--- config.mk ---
export PLATFORM = sky130hd
export DESIGN_NAME = prhc_gain
export DESIGN_NICKNAME = d
export VERILOG_FILES = /design/src/sv/prhc_pkg.sv /design/src/sv/prhc_gain.sv
export SDC_FILE = /design/constraint.sdc
export NUM_CORES = 2
export LEC_CHECK = 0
export ABC_AREA = 1
export BUFFER_PORTS_ARGS = -buffer_cell sky130_fd_sc_hd__buf_2
export CORE_ASPECT_RATIO = 0.9
export CORE_MARGIN = 3
export CORE_UTILIZATION = 35
export DETAILED_ROUTE_END_ITERATION = 16
export GPL_ROUTABILITY_DRIVEN = 0
export PLACE_DENSITY = 0.5
export SYNTH_ARGS = -nofsm -noshare
export SYNTH_HDL_FRONTEND = slang
export SYNTH_SLANG_ARGS = --single-unit
export TNS_END_PERCENT = 30
--- constraint.sdc ---
create_clock -name clock -period 8.7 [get_ports clock]
set_input_delay 1.74 -clock clock [delete_from_list [all_inputs] [get_ports clock]]
set_output_delay 1.74 -clock clock [all_outputs]
set_load 0.03 [all_outputs]
--- src/sv/prhc_pkg.sv ---
// Shared types and constants of the polar/rectangular heading converter.
// Holds the pipeline control word, the turn constants and the arctangent table.
// Depends on nothing; every other file of the block imports it.
package prhc_pkg;

   localparam int TURN_W = 32;
   localparam int GUARD = 8;

   localparam logic [TURN_W-1:0] QUARTER_TURN = 32'h4000_0000;
   localparam logic [TURN_W-1:0] HALF_TURN = 32'h8000_0000;
   localparam logic [TURN_W-1:0] THREE_QUARTER_TURN = 32'hC000_0000;

   localparam int GAIN_W = 31;
   localparam logic [GAIN_W-1:0] UNIT_GAIN = 31'h4000_0000;

   typedef struct packed {
      logic valid;
      logic op;
      logic unit;
   } ctrl_type;

   function automatic logic [GAIN_W-1:0] inv_gain(input int unsigned iterations);
      logic [63:0] tail;
      begin
         tail = 64'd434688583 >> (2 * iterations);
         inv_gain = GAIN_W'(64'd652032874 + tail);
      end
   endfunction

   function automatic logic [TURN_W-1:0] atan_step(input int unsigned idx);
      begin
         case (idx)
            0: atan_step = 32'd536870912;
            1: atan_step = 32'd316933406;
            2: atan_step = 32'd167458907;
            3: atan_step = 32'd85004756;
            4: atan_step = 32'd42667331;
            5: atan_step = 32'd21354465;
            6: atan_step = 32'd10679838;
            7: atan_step = 32'd5340245;
            8: atan_step = 32'd2670163;
            9: atan_step = 32'd1335087;
            10: atan_step = 32'd667544;
            11: atan_step = 32'd333772;
            12: atan_step = 32'd166886;
            13: atan_step = 32'd83443;
            14: atan_step = 32'd41722;
            15: atan_step = 32'd20861;
            16: atan_step = 32'd10430;
            17: atan_step = 32'd5215;
            18: atan_step = 32'd2608;
            19: atan_step = 32'd1304;
            20: atan_step = 32'd652;
            21: atan_step = 32'd326;
            22: atan_step = 32'd163;
            23: atan_step = 32'd81;
            default: atan_step = '0;
         endcase
      end
   endfunction

endpackage

--- src/sv/prhc_gain.sv ---
// Gain correction for both coordinate lanes: absolute value, split multiply by
// the inverse CORDIC gain, then rounding to nearest with ties away from zero.
// Depends on prhc_pkg; three pipeline stages with the same handshake as the cells.
module prhc_gain
   import prhc_pkg::*;
#(
   parameter int XW = 43,
   parameter int ITERATIONS = 16
) (
   input  logic                  clock,
   input  logic                  reset,
   input  ctrl_type              up_ctrl,
   input  logic signed [XW-1:0]  up_x,
   input  logic signed [XW-1:0]  up_y,
   input  logic [TURN_W-1:0]     up_z,
   output logic                  up_ready,
   output ctrl_type              dn_ctrl,
   output logic [XW-GUARD-1:0]   dn_x_mag,
   output logic [XW-GUARD-1:0]   dn_y_mag,
   output logic [1:0]            dn_neg,
   output logic [TURN_W-1:0]     dn_z,
   input  logic                  dn_ready
);

   localparam int RW = XW - GUARD;
   localparam int PW = 2 * 32 - 1;
   localparam logic [GAIN_W-1:0] INV_GAIN = inv_gain(ITERATIONS);
   localparam logic [63:0] ROUND_HALF = 64'd1 << (GUARD - 1);

   ctrl_type          c1_ff, c2_ff, c3_ff;
   logic [TURN_W-1:0] z1_ff, z2_ff, z3_ff;
   logic              r1, r2, r3;

   logic signed [XW-1:0] lane_v [2];
   logic [XW-1:0]        u1_ff [2];
   logic [XW-1:0]        u1_in [2];
   logic [1:0]           neg1_ff, neg2_ff, neg3_ff;
   logic [63:0]          u_wide [2];
   logic [GAIN_W-1:0]    gain;
   logic [PW-1:0]        p_hi_ff [2];
   logic [PW-1:0]        p_hi_in [2];
   logic [PW-1:0]        p_lo_ff [2];
   logic [PW-1:0]        p_lo_in [2];
   logic [63:0]          q [2];
   logic [RW-1:0]        r_ff [2];
   logic [RW-1:0]        r_in [2];

   assign r3 = !c3_ff.valid || dn_ready;
   assign r2 = !c2_ff.valid || r3;
   assign r1 = !c1_ff.valid || r2;
   assign up_ready = r1;

   assign lane_v[0] = up_x;
   assign lane_v[1] = up_y;
   assign gain = c1_ff.unit ? UNIT_GAIN : INV_GAIN;

   always_comb begin
      for (int l = 0; l < 2; l++) begin
         u1_in[l] = lane_v[l][XW-1] ? XW'(-lane_v[l]) : XW'(lane_v[l]);
         u_wide[l] = 64'(u1_ff[l]);
         p_hi_in[l] = PW'(u_wide[l][63:32]) * PW'(gain);
         p_lo_in[l] = PW'(u_wide[l][31:0]) * PW'(gain);
         q[l] = 64'({p_hi_ff[l], 2'b00}) + 64'(p_lo_ff[l] >> 30) + ROUND_HALF;
         r_in[l] = RW'(q[l] >> GUARD);
      end
   end

   always_ff @(posedge clock) begin
      if (reset) begin
         c1_ff <= '0;
         c2_ff <= '0;
         c3_ff <= '0;
      end else begin
         if (r1) begin
            c1_ff <= up_ctrl;
         end
         if (r2) begin
            c2_ff <= c1_ff;
         end
         if (r3) begin
            c3_ff <= c2_ff;
         end
      end
   end

   always_ff @(posedge clock) begin
      if (r1 && up_ctrl.valid) begin
         u1_ff <= u1_in;
         neg1_ff <= {up_y[XW-1], up_x[XW-1]};
         z1_ff <= up_z;
      end
      if (r2 && c1_ff.valid) begin
         p_hi_ff <= p_hi_in;
         p_lo_ff <= p_lo_in;
         neg2_ff <= neg1_ff;
         z2_ff <= z1_ff;
      end
      if (r3 && c2_ff.valid) begin
         r_ff <= r_in;
         neg3_ff <= neg2_ff;
         z3_ff <= z2_ff;
      end
   end

   assign dn_ctrl = c3_ff;
   assign dn_x_mag = r_ff[0];
   assign dn_y_mag = r_ff[1];
   assign dn_neg = neg3_ff;
   assign dn_z = z3_ff;

endmodule

==> impl_summary.md <==
Place
The number of cells after detailed placement is 11263. OpenSTA, run right after detailed placement, puts the worst setup slack at 0.9776 ns. The number of buffers inserted by port buffering is 231.

The total half-perimeter wirelength after legalization and detailed placement is 217600 µm.

Routing
The initial DRC count is 4754. After detailed routing, the total wire length is 240600 µm. The post-detailed-route wirelength per cell is 21.15 µm. The number of vias in the routed layout is 56156.

The count of nets left with antenna violations after detail routing is 0. Dividing the detail-routed via count by the number of cells gives 4.937. The total iterations of the first detailed-routing run is 6. After detailed routing, the number of remaining DRC violations is 0.

Setup path
The data required time at the worst endpoint is 9.10 ns. The library cell contributing the largest single delay on the critical path is dfxtp_4. The highest net fanout along the worst path is 42. The class of the most critical setup path is reg2reg.

The critical path capture point type is a register. STA classifies the critical path startpoint as a register. Data arrives at the worst endpoint at 8.19 ns. The longest individual stage delay on the worst path is 0.78 ns. The cell seen most often among critical-path stages is inv_1.

Clock tree
Counting every sink on the clock net gives 407. The CTS tree is yes. The later pin in the worst-skew pair is clocked with a latency of 0.67 ns.

The hold buffer count at CTS is 0. The post-CTS setup buffer count is 0. After clock tree synthesis, the clock-pin slew on the worst setup and hold paths is 0.06 ns.

The buffer cell driving the clock tree root is clkbuf_16. The H-tree was split into 2 levels. The TritonCTS buffer count is 49. The maximum clock insertion buffer count is 3. The quantity of gates resized following cts is 0.

STA
Setup slack closes at 0.9119 ns. Timing would allow up to 128.4 MHz. The worst pin sits at a relative slew slack of 0.3172. The final-report hold violation count came to 0. The clock skew after layout is 0.04455 ns. In the final timing run, aggregate negative setup slack is 0 ns. Setup violations remaining at the end of the flow were counted as 0.

The clock period could shrink to 7.788 ns. For the pin with the worst max-slew slack, the measured transition is 1.024 ns. The max-slew violation total from the final report was 0.

Hold timing on the final database bottoms out at a slack of 0.4166 ns. In the finished design, the share of the clock period the worst path needs comes to 0.8952. Setup repair after global routing left no endpoint under its margin.

Synth
After synthesis the cells add up to 71990 µm². The synthesized design contains 398 enable-type register cells. The mean instance size in the synthesized netlist is 8.660 µm². fa_1 takes more of the synthesized area than any other cell. The fraction of registers with async set or reset after synthesis is 0. The sequential fraction of the synthesis area is 0.1685. The primary flip-flop cell chosen by synthesis mapping is edfxtp_1. The synthesized design contains 407 register bits. The area fraction of the dominant cell type after synthesis is 0.2831. The synthesized netlist contains 60 unique library cells. For this run, the number of Yosys warnings is 0. After synthesis, the cell types taking the most area are fa_1, ha_1, edfxtp_1. Counting every instance in the synthesized netlist gives 8313.

Global route
The initial antenna violation count came to 23. The overall routing resource usage is 0.2239. The first-pass GRT wire length is 356700 µm. The number of global-route vias before repair was 57322. The largest net degree at the start of global routing is 110. Global routing finished with a remaining overflow of 0.

Floorplanning
The die extent in x is 484.1 µm. During I/O placement, the number of pins put on the boundary was 232. The standard cell core area is 203900 µm².

The chip height is 436.2 µm. The floorplan step defined a die boundary enclosing 211200 µm². The cell row count is 157. The initial cell density of the core is 0.3530.

Worst hold path
The class of the worst hold path is reg2reg.

Cells and area
The library cell used most frequently in the layout, excluding fill and tap cells, is inv_1. The final layout contains 10765 nets. The top cell types in the final layout, fill and taps aside, are inv_1, nand2_1, fa_1, ha_1, nor2_1.

The final cell count without fillers is 11374. In the final layout, the share of cells above drive strength 1 is 0.06426. The area added between synthesis and finish is 8.842%.

Run status
The run finished with clean final reports.

Flow run
Max-cap violations in this run came to 0.
-- synth_stat cells (6+ instances only) --
| master | number |
|---|---|
| fa_1 | 1018 |
| buf_2 | 8 |
| edfxtp_1 | 398 |
| o21ai_1 | 14 |
| inv_1 | 2133 |
| xnor2_1 | 90 |
| a21o_1 | 47 |
| nor2_8 | 19 |
| nor2_4 | 50 |
| xor2_1 | 204 |
| a31oi_1 | 43 |
| nand3_1 | 200 |
| a21boi_0 | 13 |
| nand2_1 | 1116 |
| nor2_2 | 41 |
| nor2_1 | 835 |
| a21oi_2 | 8 |
| o211ai_1 | 11 |
| clkbuf_1 | 23 |
| o21ai_0 | 262 |
| dfxtp_1 | 9 |
| nor3_1 | 70 |
| o21ai_2 | 13 |
| or2_2 | 11 |
| inv_2 | 57 |
| nand4_1 | 41 |
| o21a_1 | 19 |
| a21oi_1 | 381 |
| o21bai_1 | 73 |
| and3_1 | 6 |
| ha_1 | 1012 |
| nand2_2 | 7 |
| nor4_1 | 24 |
-- final cells by class --
type | count | area (µm²)
diodes | 19 | 47.55
clock buffers | 63 | 1300
clock inverters | 29 | 352.8
fillers | 20950 | 125600
inverters | 2194 | 8260
multi-input cells | 5704 | 51530
flip-flops and latches | 407 | 12140
well taps | 2703 | 3382
repair buffers | 255 | 1349
-- per-layer routing --
metal  wire length, µm  up-vias  GRT usage
met5                 0        -          0
met4             10860        0    0.08900
met3             12420      308    0.02216
met2            114200     1757     0.3731
met1            103100    27765     0.2990
li1                  -    26326          -
-- worst max-delay path: cells and delay by family, from the launching register on --
| family | cells | cell delay (ns) |
|---|---|---|
| AOI/OAI and AO/OA | 5 | 1.49 |
| xor gates and xnor gates | 1 | 0.17 |
| adders and majority gates | 8 | 3.26 |
| buffers and inverters | 9 | 0.99 |
| DFF | 1 | 0.78 |
| and+or+nand+nor | 8 | 0.81 |
-- kinds of logic (layout without fill, tap and decap cells) --
family	after synthesis	count (layout)	synth area share
AOI/OAI and AO/OA	904	904	0.07124
and+or+nand+nor	2440	2440	0.1475
xor gates and xnor gates	295	295	0.03600
buffers and inverters	2235	2541	0.1176
DFF	407	407	0.1685
other	2	54	0.0001043
adders and majority gates	2030	2030	0.4590
-- final timing paths --
check,from,end,slack (ns),cells after the start
hold / removal,z1_ff[8]$_DFFE_PP_,z2_ff[8]$_DFFE_PP_,0.42,0
setup / recovery,c1_ff[0]$_SDFFE_PP0N_,p_lo_ff[37]$_DFFE_PP_,0.91,31
hold reg to reg,z1_ff[8]$_DFFE_PP_,z2_ff[8]$_DFFE_PP_,0.42,0
setup reg to reg,c1_ff[0]$_SDFFE_PP0N_,p_lo_ff[37]$_DFFE_PP_,0.91,31
-- state kept, by name, indices dropped and copies added (netlist names) --
register and flops:
p_hi_ff 80, dn_neg 2, z1_ff 32, neg1_ff 2
dn_x_mag 35, dn_y_mag 35, dn_ctrl 3, u1_ff 86
c1_ff 3, dn_z 32, neg2_ff 2, z2_ff 32
p_lo_ff 60, c2_ff 3
-- through the flow --
stage / instance area (µm²) / utilization
after floorplan: 72110 / -
after global placement: 76650 / 0.3759
after detailed placement: 76650 / 0.3759
after CTS: 78310 / 0.3840
after global routing: 78340 / 0.3842
final: 78350 / 0.3843
Power is not shown: default switching activity piles up to over one toggle a cycle in this logic, so the estimate is an artifact.
